<file path="config.mk">
export PLATFORM = sky130hd
export DESIGN_NAME = block_average_threshold_detector_top
export DESIGN_NICKNAME = d
export VERILOG_FILES = /design/src/hw/rtl/bat_pkg.sv /design/src/hw/rtl/bat_in_stage.sv /design/src/hw/rtl/bat_core.sv /design/src/hw/rtl/block_average_threshold_detector_top.sv
export SDC_FILE = /design/constraint.sdc
export NUM_CORES = 1
export LEC_CHECK = 0
export BUFFER_PORTS_ARGS = -buffer_cell sky130_fd_sc_hd__buf_2
export CAP_MARGIN = 5
export CORE_ASPECT_RATIO = 0.6
export CORE_MARGIN = 10
export CORE_UTILIZATION = 53
export DETAILED_ROUTE_END_ITERATION = 10
export MAX_ROUTING_LAYER = met4
export PLACE_DENSITY = 0.72
export SLEW_MARGIN = 20
export SYNTH_ARGS = -nofsm -noshare
export SYNTH_HDL_FRONTEND = slang
export SYNTH_HIERARCHICAL = 1
export SYNTH_SLANG_ARGS = --single-unit
</file>
<file path="constraint.sdc">
create_clock -name i_clk -period 6.75 [get_ports i_clk]
set_input_delay 1.0125 -clock i_clk [delete_from_list [all_inputs] [get_ports i_clk]]
set_output_delay 1.0125 -clock i_clk [all_outputs]
set_load 0.02 [all_outputs]
</file>
<file path="src/hw/rtl/bat_pkg.sv">
package bat_pkg;

    // Fixed widths of the port fields
    localparam int SAMPLE_W = 16;
    localparam int CFG_W    = 16;
    localparam int POS_OUT_W = 10;

    // Threshold after reset, about 0.97 of full scale
    localparam logic [CFG_W-1:0] THRESHOLD_RESET = 16'd63569;

    // One sample beat held between the input register and the detector core
    typedef struct packed {
        logic                valid;
        logic [SAMPLE_W-1:0] sample;
    } t_beat;

endpackage

</file>
<file path="src/hw/rtl/bat_in_stage.sv">
module bat_in_stage import bat_pkg::*; (
    input  logic                i_clk,
    input  logic                i_rst_n,
    input  logic                i_in_valid,
    input  logic [SAMPLE_W-1:0] i_sample,
    input  logic                i_advance,
    output logic                o_in_stall,
    output t_beat               o_beat
);

    logic                r_valid;
    logic [SAMPLE_W-1:0] r_sample;
    logic                w_load;

    // Load when empty or when the held beat moves on this cycle
    assign w_load     = !r_valid || i_advance;
    assign o_in_stall = r_valid && !i_advance;

    always_ff @(posedge i_clk) begin
        if (!i_rst_n) begin
            r_valid <= 1'b0;
        end else if (w_load) begin
            r_valid <= i_in_valid;
        end
    end

    always_ff @(posedge i_clk) begin
        if (w_load && i_in_valid) begin
            r_sample <= i_sample;
        end
    end

    assign o_beat.valid  = r_valid;
    assign o_beat.sample = r_sample;

endmodule

</file>
<file path="src/hw/rtl/bat_core.sv">
module bat_core import bat_pkg::*; #(
    parameter int BLOCK_LEN   = 50,
    parameter int WINDOW_LEN  = 1000,
    parameter int SAMPLE_BITS = 16
) (
    input  logic                 i_clk,
    input  logic                 i_rst_n,
    input  logic                 i_cfg_we,
    input  logic [CFG_W-1:0]     i_cfg_data,
    input  t_beat                i_beat,
    input  logic                 i_out_stall,
    output logic                 o_advance,
    output logic                 o_out_valid,
    output logic                 o_level,
    output logic [POS_OUT_W-1:0] o_crossing_position,
    output logic                 o_changed
);

    localparam int EB    = (SAMPLE_BITS < SAMPLE_W) ? SAMPLE_BITS : SAMPLE_W;
    localparam int CNT_W = (BLOCK_LEN > 1) ? $clog2(BLOCK_LEN) : 1;
    localparam int SUM_W = EB + CNT_W;
    localparam int POS_W = $clog2(WINDOW_LEN + 1);

    logic [SUM_W-1:0] r_limit, n_limit;
    logic [SUM_W-1:0] r_sum;
    logic [CNT_W-1:0] r_cnt;
    logic [POS_W-1:0] r_pos;
    logic             r_level;
    logic [POS_W-1:0] r_cross;
    logic             r_out_valid;
    logic             r_changed;

    logic             w_fire;
    logic             w_wrap;
    logic [SUM_W-1:0] w_base_sum;
    logic [CNT_W-1:0] w_base_cnt;
    logic [POS_W-1:0] w_pos_next;
    logic [SUM_W-1:0] w_sum_new;
    logic             w_block_end;
    logic             w_high;
    logic             w_flip;
    logic [POS_W+POS_OUT_W-1:0] w_cross_ext;

    assign o_advance = !(r_out_valid && i_out_stall);
    assign w_fire    = i_beat.valid && o_advance;

    // Limit is threshold times block length, formed once per register write
    assign n_limit = SUM_W'(i_cfg_data[EB-1:0]) * SUM_W'(BLOCK_LEN);

    // Restart the block at the window wrap
    assign w_wrap      = (r_pos == POS_W'(WINDOW_LEN));
    assign w_base_sum  = w_wrap ? '0 : r_sum;
    assign w_base_cnt  = w_wrap ? '0 : r_cnt;
    assign w_pos_next  = w_wrap ? POS_W'(1) : r_pos + POS_W'(1);
    assign w_sum_new   = w_base_sum + SUM_W'(i_beat.sample[EB-1:0]);
    assign w_block_end = (w_base_cnt == CNT_W'(BLOCK_LEN - 1));
    assign w_high      = (w_sum_new >= r_limit);
    assign w_flip      = w_block_end && (w_high != r_level);

    always_ff @(posedge i_clk) begin
        if (!i_rst_n) begin
            r_limit <= SUM_W'(THRESHOLD_RESET[EB-1:0]) * SUM_W'(BLOCK_LEN);
        end else if (i_cfg_we) begin
            r_limit <= n_limit;
        end
    end

    always_ff @(posedge i_clk) begin
        if (!i_rst_n) begin
            r_sum       <= '0;
            r_cnt       <= '0;
            r_pos       <= '0;
            r_level     <= 1'b0;
            r_cross     <= '0;
            r_out_valid <= 1'b0;
        end else if (o_advance) begin
            r_out_valid <= i_beat.valid;
            if (i_beat.valid) begin
                r_pos <= w_pos_next;
                if (w_block_end) begin
                    r_sum <= '0;
                    r_cnt <= '0;
                end else begin
                    r_sum <= w_sum_new;
                    r_cnt <= w_base_cnt + CNT_W'(1);
                end
                if (w_flip) begin
                    r_level <= w_high;
                    r_cross <= w_pos_next;
                end
            end
        end
    end

    always_ff @(posedge i_clk) begin
        if (w_fire) begin
            r_changed <= w_flip;
        end
    end

    // Show the low bits of the position, zero-extended when narrower
    assign w_cross_ext = {{POS_OUT_W{1'b0}}, r_cross};

    assign o_out_valid         = r_out_valid;
    assign o_level             = r_level;
    assign o_crossing_position = w_cross_ext[POS_OUT_W-1:0];
    assign o_changed           = r_changed;

endmodule

</file>
<file path="src/hw/rtl/block_average_threshold_detector_top.sv">
// Channel   Valid        Stall         Payload
// input     i_in_valid   o_in_stall    i_sample
// output    o_out_valid  i_out_stall   o_level, o_crossing_position, o_changed
// config    i_cfg_we     (none)        i_cfg_data (threshold)
//
// One beat per cycle sustained while the output is not stalled; a sample passes
// the input register, then the result register, with the single add and
// compare between them.
// Reset (i_rst_n low, synchronous) empties both registers, clears sum, count,
// position, level and last crossing, and loads the default threshold.
// A stalled output holds its beat; the input register still takes one more
// beat, then the input stalls until the output moves.
module block_average_threshold_detector_top import bat_pkg::*; #(
    parameter int BLOCK_LEN   = 50,
    parameter int WINDOW_LEN  = 1000,
    parameter int SAMPLE_BITS = 16
) (
    input  logic                 i_clk,
    input  logic                 i_rst_n,
    // configuration write
    input  logic                 i_cfg_we,
    input  logic [CFG_W-1:0]     i_cfg_data,
    // sample channel
    input  logic                 i_in_valid,
    output logic                 o_in_stall,
    input  logic [SAMPLE_W-1:0]  i_sample,
    // result channel
    output logic                 o_out_valid,
    input  logic                 i_out_stall,
    output logic                 o_level,
    output logic [POS_OUT_W-1:0] o_crossing_position,
    output logic                 o_changed
);

    t_beat w_beat;
    logic  w_advance;

    // Hold one incoming beat so the input keeps flowing while a result waits
    bat_in_stage u_in_stage (
        .i_clk      (i_clk),
        .i_rst_n    (i_rst_n),
        .i_in_valid (i_in_valid),
        .i_sample   (i_sample),
        .i_advance  (w_advance),
        .o_in_stall (o_in_stall),
        .o_beat     (w_beat)
    );

    // Accumulate the block, compare with the scaled threshold at block end,
    // track level and crossing position, and register the result beat
    bat_core #(
        .BLOCK_LEN   (BLOCK_LEN),
        .WINDOW_LEN  (WINDOW_LEN),
        .SAMPLE_BITS (SAMPLE_BITS)
    ) u_core (
        .i_clk               (i_clk),
        .i_rst_n             (i_rst_n),
        .i_cfg_we            (i_cfg_we),
        .i_cfg_data          (i_cfg_data),
        .i_beat              (w_beat),
        .i_out_stall         (i_out_stall),
        .o_advance           (w_advance),
        .o_out_valid         (o_out_valid),
        .o_level             (o_level),
        .o_crossing_position (o_crossing_position),
        .o_changed           (o_changed)
    );

endmodule

</file>
==> impl_metrics.ini, run 1 <==
[pwr]
p_seq_share_pct = 37.1
peakVddDrop_mv = 0.1251
switchingPower_uw = 529.1
p_leak_nw = 3.427
clkPwrFrac_pct = 31.6
power_frac_comb_pct = 31.4
p_per_area_nw_per_um2 = 220.0
p_int_mw = 1.077
sw_frac_of_total_pct = 32.94

[final_layout]
fin_nets = 946
multiInputGateArea_sq_um = 4234
regArea_sq_um = 1952
final_cell_mix = ha_1, inv_1, dfxtp_1
area_growth_pct = 9.802
diodes = 0
fillers = 1087
final_common_cell = ha_1
layout-drive-gt1-share_pct = 10.51
finalNonFillerCells = 974

[clocking]
clk_path_buf_depth = 2
clock-sinks = 89
cts.htree.levels = 3
cts_setup_buffers = 0
cts_tree = built
clk_latency_ns = 0.34
clk_pin_slew_ns = 0.06
cts_buffers = 9
cts_hold_buf = 0
cts-root-buf = clkbuf_16

[logic_synthesis]
ys_ff_latch = 89
synth.yosys.seq_area_share_pct = 29.35
synth_mux_area_share_pct = 1.806
yosys.area_share.simple_pct = 17.52
synthArstFlopShare_pct = 0
synth_ff_type = dfxtp_1
synth_compound_area_share_pct = 18.23
synth_edf_count = 17
synthDistinctLibCells = 71
synth.top_cell.area_share_pct = 21.67
synthAdderAreaFrac_pct = 21.11
synth_nets = 914
synthesis.area_sq_um = 6650
synth_top_cells_by_area = dfxtp_1, ha_1, edfxtp_1
syn_avg_cell_area_sq_um = 8.614
yosysTopAreaCell = dfxtp_1
synth_xor_xnor_area_share_pct = 4.873
synth_top_family_by_area = adder cells
synth-warning-count = 6
synthCells = 772

[placement]
portBuffers = 50
dp_hpwl_um = 11760
globalplace.congestion = 0.9127
dp.cells = 958

[drt]
drtIter0Drc = 452
vias = 5565
drc = 0
postRouteAntennaNets = 0
drt-total-wl_um = 15490
firstDrtPassIters = 7
via_per_inst = 5.714
wl_per_cell_um = 15.90

[grt]
grt_max_degree = 47
grt_overflow = 0
grt_pass1_vias = 5427
grtUsageTotal_pct = 18.43
grt_pass1_wl_um = 26150
antenna_found_initial = 0

[timing]
min_period_ns = 6.047
hold_viol = 0
rsz0062_at_grt = no
setup_violations = 0
finalCritPeriodShare_pct = 89.59
fin_skew_ns = 0.009743
slew_viol_final = 0
slew_headroom_pct = 38.66
timing.setup.tns_ns = 0
max_freq_mhz = 165.4
max_slew.worst_pin.slew_ns = 0.9202

[critical_path]
critPathSlowestCell = a2111oi_2
cp.arrival_ns = 6.31
cp_max_fo = 19
cp-end-kind = flip-flop
critPathKind = reg -> reg
required_ns = 7.02
worstSetupStartpointType = flip-flop
max_stage_delay_ns = 0.57
crit_chain = inv_1, ha_1, nand4b_4, or3_4, and2_1, ha_1, inv_1, fa_1, nand2b_1, a21oi_1, o2111ai_1, a31oi_1, nand4_1, xor2_1, ha_1, nand4_1, nor3_2, inv_1, a311o_1, a2111oi_2, or2_1, mux2i_1

[floorplanning]
num_rows = 31
dieHeight_um = 106.8
start_util_pct = 54.60
ios = 51
die-area_sq_um = 17570
die_w_um = 164.6
core_area_sq_um = 12180

[status]
status = finished clean

[flow_run]
maxCapViolations = 0

[worst_hold_path]
worstHoldPathType = reg -> reg
[layout make-up]
class	instances	area share, %
clock buffer	11	3.615
sequential	89	26.73
inverter	87	4.472
clock inverter	5	0.5312
timing repair buffer	54	3.838
tap	165	2.827
multi-input combinational	563	57.98
[sequential cells by signal, summed over array words and instances, names as in the netlist]
| register | cells |
|---|---|
| u_core/o_changed | 1 |
| u_core/o_crossing_position | 10 |
| u_core/o_level | 1 |
| u_core/o_out_valid | 1 |
| u_core/r_cnt | 6 |
| u_core/r_limit | 21 |
| u_core/r_pos | 10 |
| u_core/r_sum | 22 |
| u_in_stage/r_sample | 16 |
| u_in_stage/r_valid | 1 |
[timing repair]
item                       4_1_cts  5_1_grt
hold endpoints to repair         0        0
resized for setup                0        1
setup endpoints to repair        0        9
[power by group through the flow]
stage	Sequential, mW	Combinational, mW	Clock (mW)
after floorplan	0.602	0.386	0
after global placement	0.606	0.481	0
after detailed placement	0.606	0.497	0
after CTS	0.595	0.501	0.515
after global routing	0.599	0.578	0.539
final	0.595	0.504	0.507
[layer usage]
metal | wire length, um | vias to the layer above | global-route usage, % | part of all wire [%]
li1 | - | 2785 | - | -
met5 | 0 | - | - | 0
met3 | 1129 | 12 | 3.705 | 7.3
met2 | 6478 | 183 | 26.55 | 42
met1 | 7774 | 2585 | 26.15 | 50
met4 | 108 | 0 | 3.526 | 0.70
[critical path, delay by kind of cell, from the launching register on]
family,cells,cell delay [ns]
AO/OA/AOI/OAI,5,1.93
AND/OR/NAND/NOR,8,1.85
adder cells (fa/ha/maj),4,1.08
flip-flops,1,0.44
multiplexers,1,0.24
XOR/XNOR,1,0.23
buffers and inverters,3,0.20
[metrics by stage]
step / hold WS (ns) / utilization, % / setup WS [ns] / total power, mW / area, sq um
after floorplan: 0.4426 / - / 1.306 / 0.9882 / 6650
after global placement: 0.4441 / 57.40 / 0.8066 / 1.086 / 6990
after detailed placement: 0.4573 / 57.43 / 0.5359 / 1.103 / 6994
after CTS: 0.4706 / 59.91 / 0.4358 / 1.611 / 7297
after global routing: 0.4858 / 59.95 / 0.1805 / 1.716 / 7302
final: 0.4664 / 59.95 / 0.7025 / 1.606 / 7302
[synth_stat cells, types with 2 or more instances]
master     instances
nand4_1            9
edfxtp_1          17
buf_1              3
nand2b_1           6
buf_6              2
nor2b_1            4
a211oi_1           9
a22oi_1           10
o21ai_0           32
and2_1            19
ha_1              93
nor3_1            11
buf_2              3
o21a_1             4
a21boi_0           3
nand4b_1           4
or3_1             10
fa_1              12
nor2_1            49
a32o_1             5
or4_1              2
xor2_1            17
a32oi_1            3
o21bai_1           7
clkbuf_1          24
xnor2_1           20
mux2i_1           12
dfxtp_1           72
nand3b_1           2
nand3_1           19
inv_1             86
a211oi_2           2
a31oi_1            7
and4_1             2
and3_1            11
a21o_1            12
a2111oi_0          3
a21oi_1           51
o21ai_1            4
nand2_1           67
o211ai_1          14
[path summary, 6_finish.rpt]
check	start	end	slack, ns	depth (start not counted)
max	u_core/r_pos[0]$_SDFFE_PN0P_	u_core/o_crossing_position[6]$_SDFFE_PN0P_	0.70	22
max reg2reg	u_core/r_pos[0]$_SDFFE_PN0P_	u_core/o_crossing_position[6]$_SDFFE_PN0P_	0.70	22
min reg2reg	u_core/o_crossing_position[5]$_SDFFE_PN0P_	u_core/o_crossing_position[5]$_SDFFE_PN0P_	0.47	2
min	u_core/o_crossing_position[5]$_SDFFE_PN0P_	u_core/o_crossing_position[5]$_SDFFE_PN0P_	0.47	2
[cells by family (layout without fill, tap and decap cells)]
| logic type | after synthesis | count (layout) |
|---|---|---|
| buf+inv | 120 | 157 |
| mux | 12 | 12 |
| compound gates | 183 | 183 |
| simple gates | 226 | 226 |
| flops | 89 | 89 |
| xor+xnor | 37 | 37 |
| fa+ha+maj | 105 | 105 |
Power figures use the tool's default switching activity.
==> run 2: changes to the inputs <==
--- a/config.mk
+++ b/config.mk
@@ -13,6 +13,7 @@
 export DETAILED_ROUTE_END_ITERATION = 10
 export MAX_ROUTING_LAYER = met4
 export PLACE_DENSITY = 0.72
+export RECOVER_POWER = 50
 export SLEW_MARGIN = 20
 export SYNTH_ARGS = -nofsm -noshare
 export SYNTH_HDL_FRONTEND = slang
==> run 2 against run 1 <==
Net effect:
- the run now ends with capacitance limit, slew limit left
- highest routed layer unchanged
- sequential cell count unchanged
- clock power about the same
- core utilization down 0.30 points
- largest power group unchanged
- sequential share of layout area up 0.13 points
- wire length up 0.21%
- worst setup slack worse by 0.059 ns
- clock skew about the same
- register-to-register slack worse by 0.06 ns
- cell area down 0.50%
- fmax down 0.97%
- clock-buffer cell count unchanged
==> impl_metrics.ini, run 2 (synthesis gave the netlist of run 1 again) <==
[floorplanning]
ios = 51
die_w_um = 164.6
start_util_pct = 54.60
die-area_sq_um = 17570
dieHeight_um = 106.8
core_area_sq_um = 12180
num_rows = 31

[final_layout]
finalNonFillerCells = 974
final_cell_mix = ha_1, inv_1, dfxtp_1
layout-drive-gt1-share_pct = 8.158
fin_nets = 946
largest_register = u_core/r_sum
final_area_sq_um = 7266
diodes = 0
area_growth_pct = 9.257
top_regs = u_core/r_sum: 22 flops, u_core/r_limit: 21 flops, u_in_stage/r_sample: 16 flops
final_common_cell = ha_1
largest_register_ffs = 22

[placement]
place_area_sq_um = 6994
portBuffers = 50
dp.cells = 958
dp_hpwl_um = 11760
globalplace.congestion = 0.9127

[status]
status = finished, violations left
violations = capacitance limit, slew limit

[grt]
antenna_found_initial = 0
grt_max_degree = 47
busiest_layer = met2
grt_overflow = 0
grt_pass1_wl_um = 26150
grt_util_met3_pct = 3.705
grt_pass1_vias = 5427
grtUsageMet2_pct = 26.55
use_met1_pct = 26.15
grtUsageTotal_pct = 18.43

[critical_path]
crit_chain = inv_1, ha_1, nand4b_4, or3_4, and2_1, ha_1, inv_1, fa_1, nand2b_1, a21oi_1, o2111ai_1, a31oi_1, nand4_1, xor2_1, ha_1, nand4_1, nor3_2, inv_1, a311o_1, a2111oi_2, or2_1, a311oi_2
cp.arrival_ns = 6.23
critPathSlowestCell = a2111oi_2
worstSetupStartpointType = flip-flop
cp_max_fo = 19
cp-end-kind = flip-flop
crit_start = u_core/r_pos[0]$_SDFFE_PN0P_
critPathKind = reg -> reg
r2r_start = u_core/r_pos[0]$_SDFFE_PN0P_
required_ns = 6.87
max_stage_delay_ns = 0.57

[timing]
setup_violations = 0
rsz0062_at_grt = no
min_period_ns = 6.107
finalCritPeriodShare_pct = 90.47
max_slew.worst_pin.slew_ns = 2.258
slew_headroom_pct = -50.56
fin_skew_ns = 0.01023
hold_ws_ns = 0.4685
max_freq_mhz = 163.8
hold_viol = 0
timing.setup.tns_ns = 0
slew_viol_final = 91

[pwr]
p_leak_nw = 3.356
p_total_mw = 1.606
p_per_area_nw_per_um2 = 221.1
peakVddDrop_mv = 0.1253

[clocking]
cts_tree = built
clk_pin_slew_ns = 0.07
clk_latency_ns = 0.35
cts.htree.levels = 3
clock-sinks = 89
cts_buffers = 9
clk_path_buf_depth = 2
cts-root-buf = clkbuf_16

[drt]
drc = 0
postRouteAntennaNets = 0
via_per_inst = 5.716
drt-total-wl_um = 15520
drtIter0Drc = 412
firstDrtPassIters = 6
wl_per_cell_um = 15.94
vias = 5567

[worst_hold_path]
hp-start = u_core/o_crossing_position[5]$_SDFFE_PN0P_
worstHoldPathType = reg -> reg

[flow_run]
maxCapViolations = 2
[run 2: changes by cell type in the layout (fill, tap and decap cells not counted)]
cell,change
buf_4,-2
nand2_2,-1
buf_2,-15
nor2b_4,-1
nand2_1,+1
nor2b_1,+1
clkbuf_1,+17
[run 2: path summary, 6_finish.rpt]
kind	end	slack, ns	cells after the start
worst max-delay path	u_core/o_crossing_position[0]$_SDFFE_PN0P_	0.64	22
worst min-delay path	u_core/o_crossing_position[5]$_SDFFE_PN0P_	0.47	2
worst max register to register	u_core/o_crossing_position[0]$_SDFFE_PN0P_	0.64	22
worst min register to register	u_core/o_crossing_position[5]$_SDFFE_PN0P_	0.47	2
[run 2: metrics by stage]
stage	setup slack, ns	util (%)
finish	0.6431	59.66
global route	0.1329	59.66
CTS	0.4358	59.91
detailed placement	0.5359	57.43
global placement	0.8066	57.40
floorplan	1.306	-
[run 2: area by class of cell]
| type | instances | area [sq um] |
|---|---|---|
| fill | 1096 | 4913 |
| multi-input combinational | 563 | 4224 |
| sequential | 89 | 1952 |
| inverter | 87 | 326.6 |
| clock buffer | 11 | 264.0 |
| timing repair buffer | 54 | 254.0 |
| tap | 165 | 206.4 |
| clock inverter | 5 | 38.79 |
[run 2: critical path, delay by kind of cell (launching register included)]
family / cells / cell delay (ns)
adders and majority gates: 4 / 1.08
DFF: 1 / 0.45
buffers and inverters: 3 / 0.20
AOI/OAI and AO/OA: 6 / 2.07
and+or+nand+nor: 8 / 1.87
xor gates and xnor gates: 1 / 0.23
[run 2: repair_timing]
item                                    CTS  global route
buffers inserted                          0             0
hold buffers                              0             0
resized for setup                         0             1
hold endpoints to repair                  0             0
endpoints found under the setup margin    0             9
[run 2: layer usage]
layer	part of all wire, %	vias to the layer above
met3	6.4	12
met4	0.70	0
met5	0	-
li1	-	2790
met1	52	2581
met2	41	184
[run 2: power breakdown]
group / switching, mW / internal, mW
registers: 0.0168 / 0.579
logic: 0.293 / 0.211
clock network: 0.220 / 0.287
total: 0.530 / 1.08
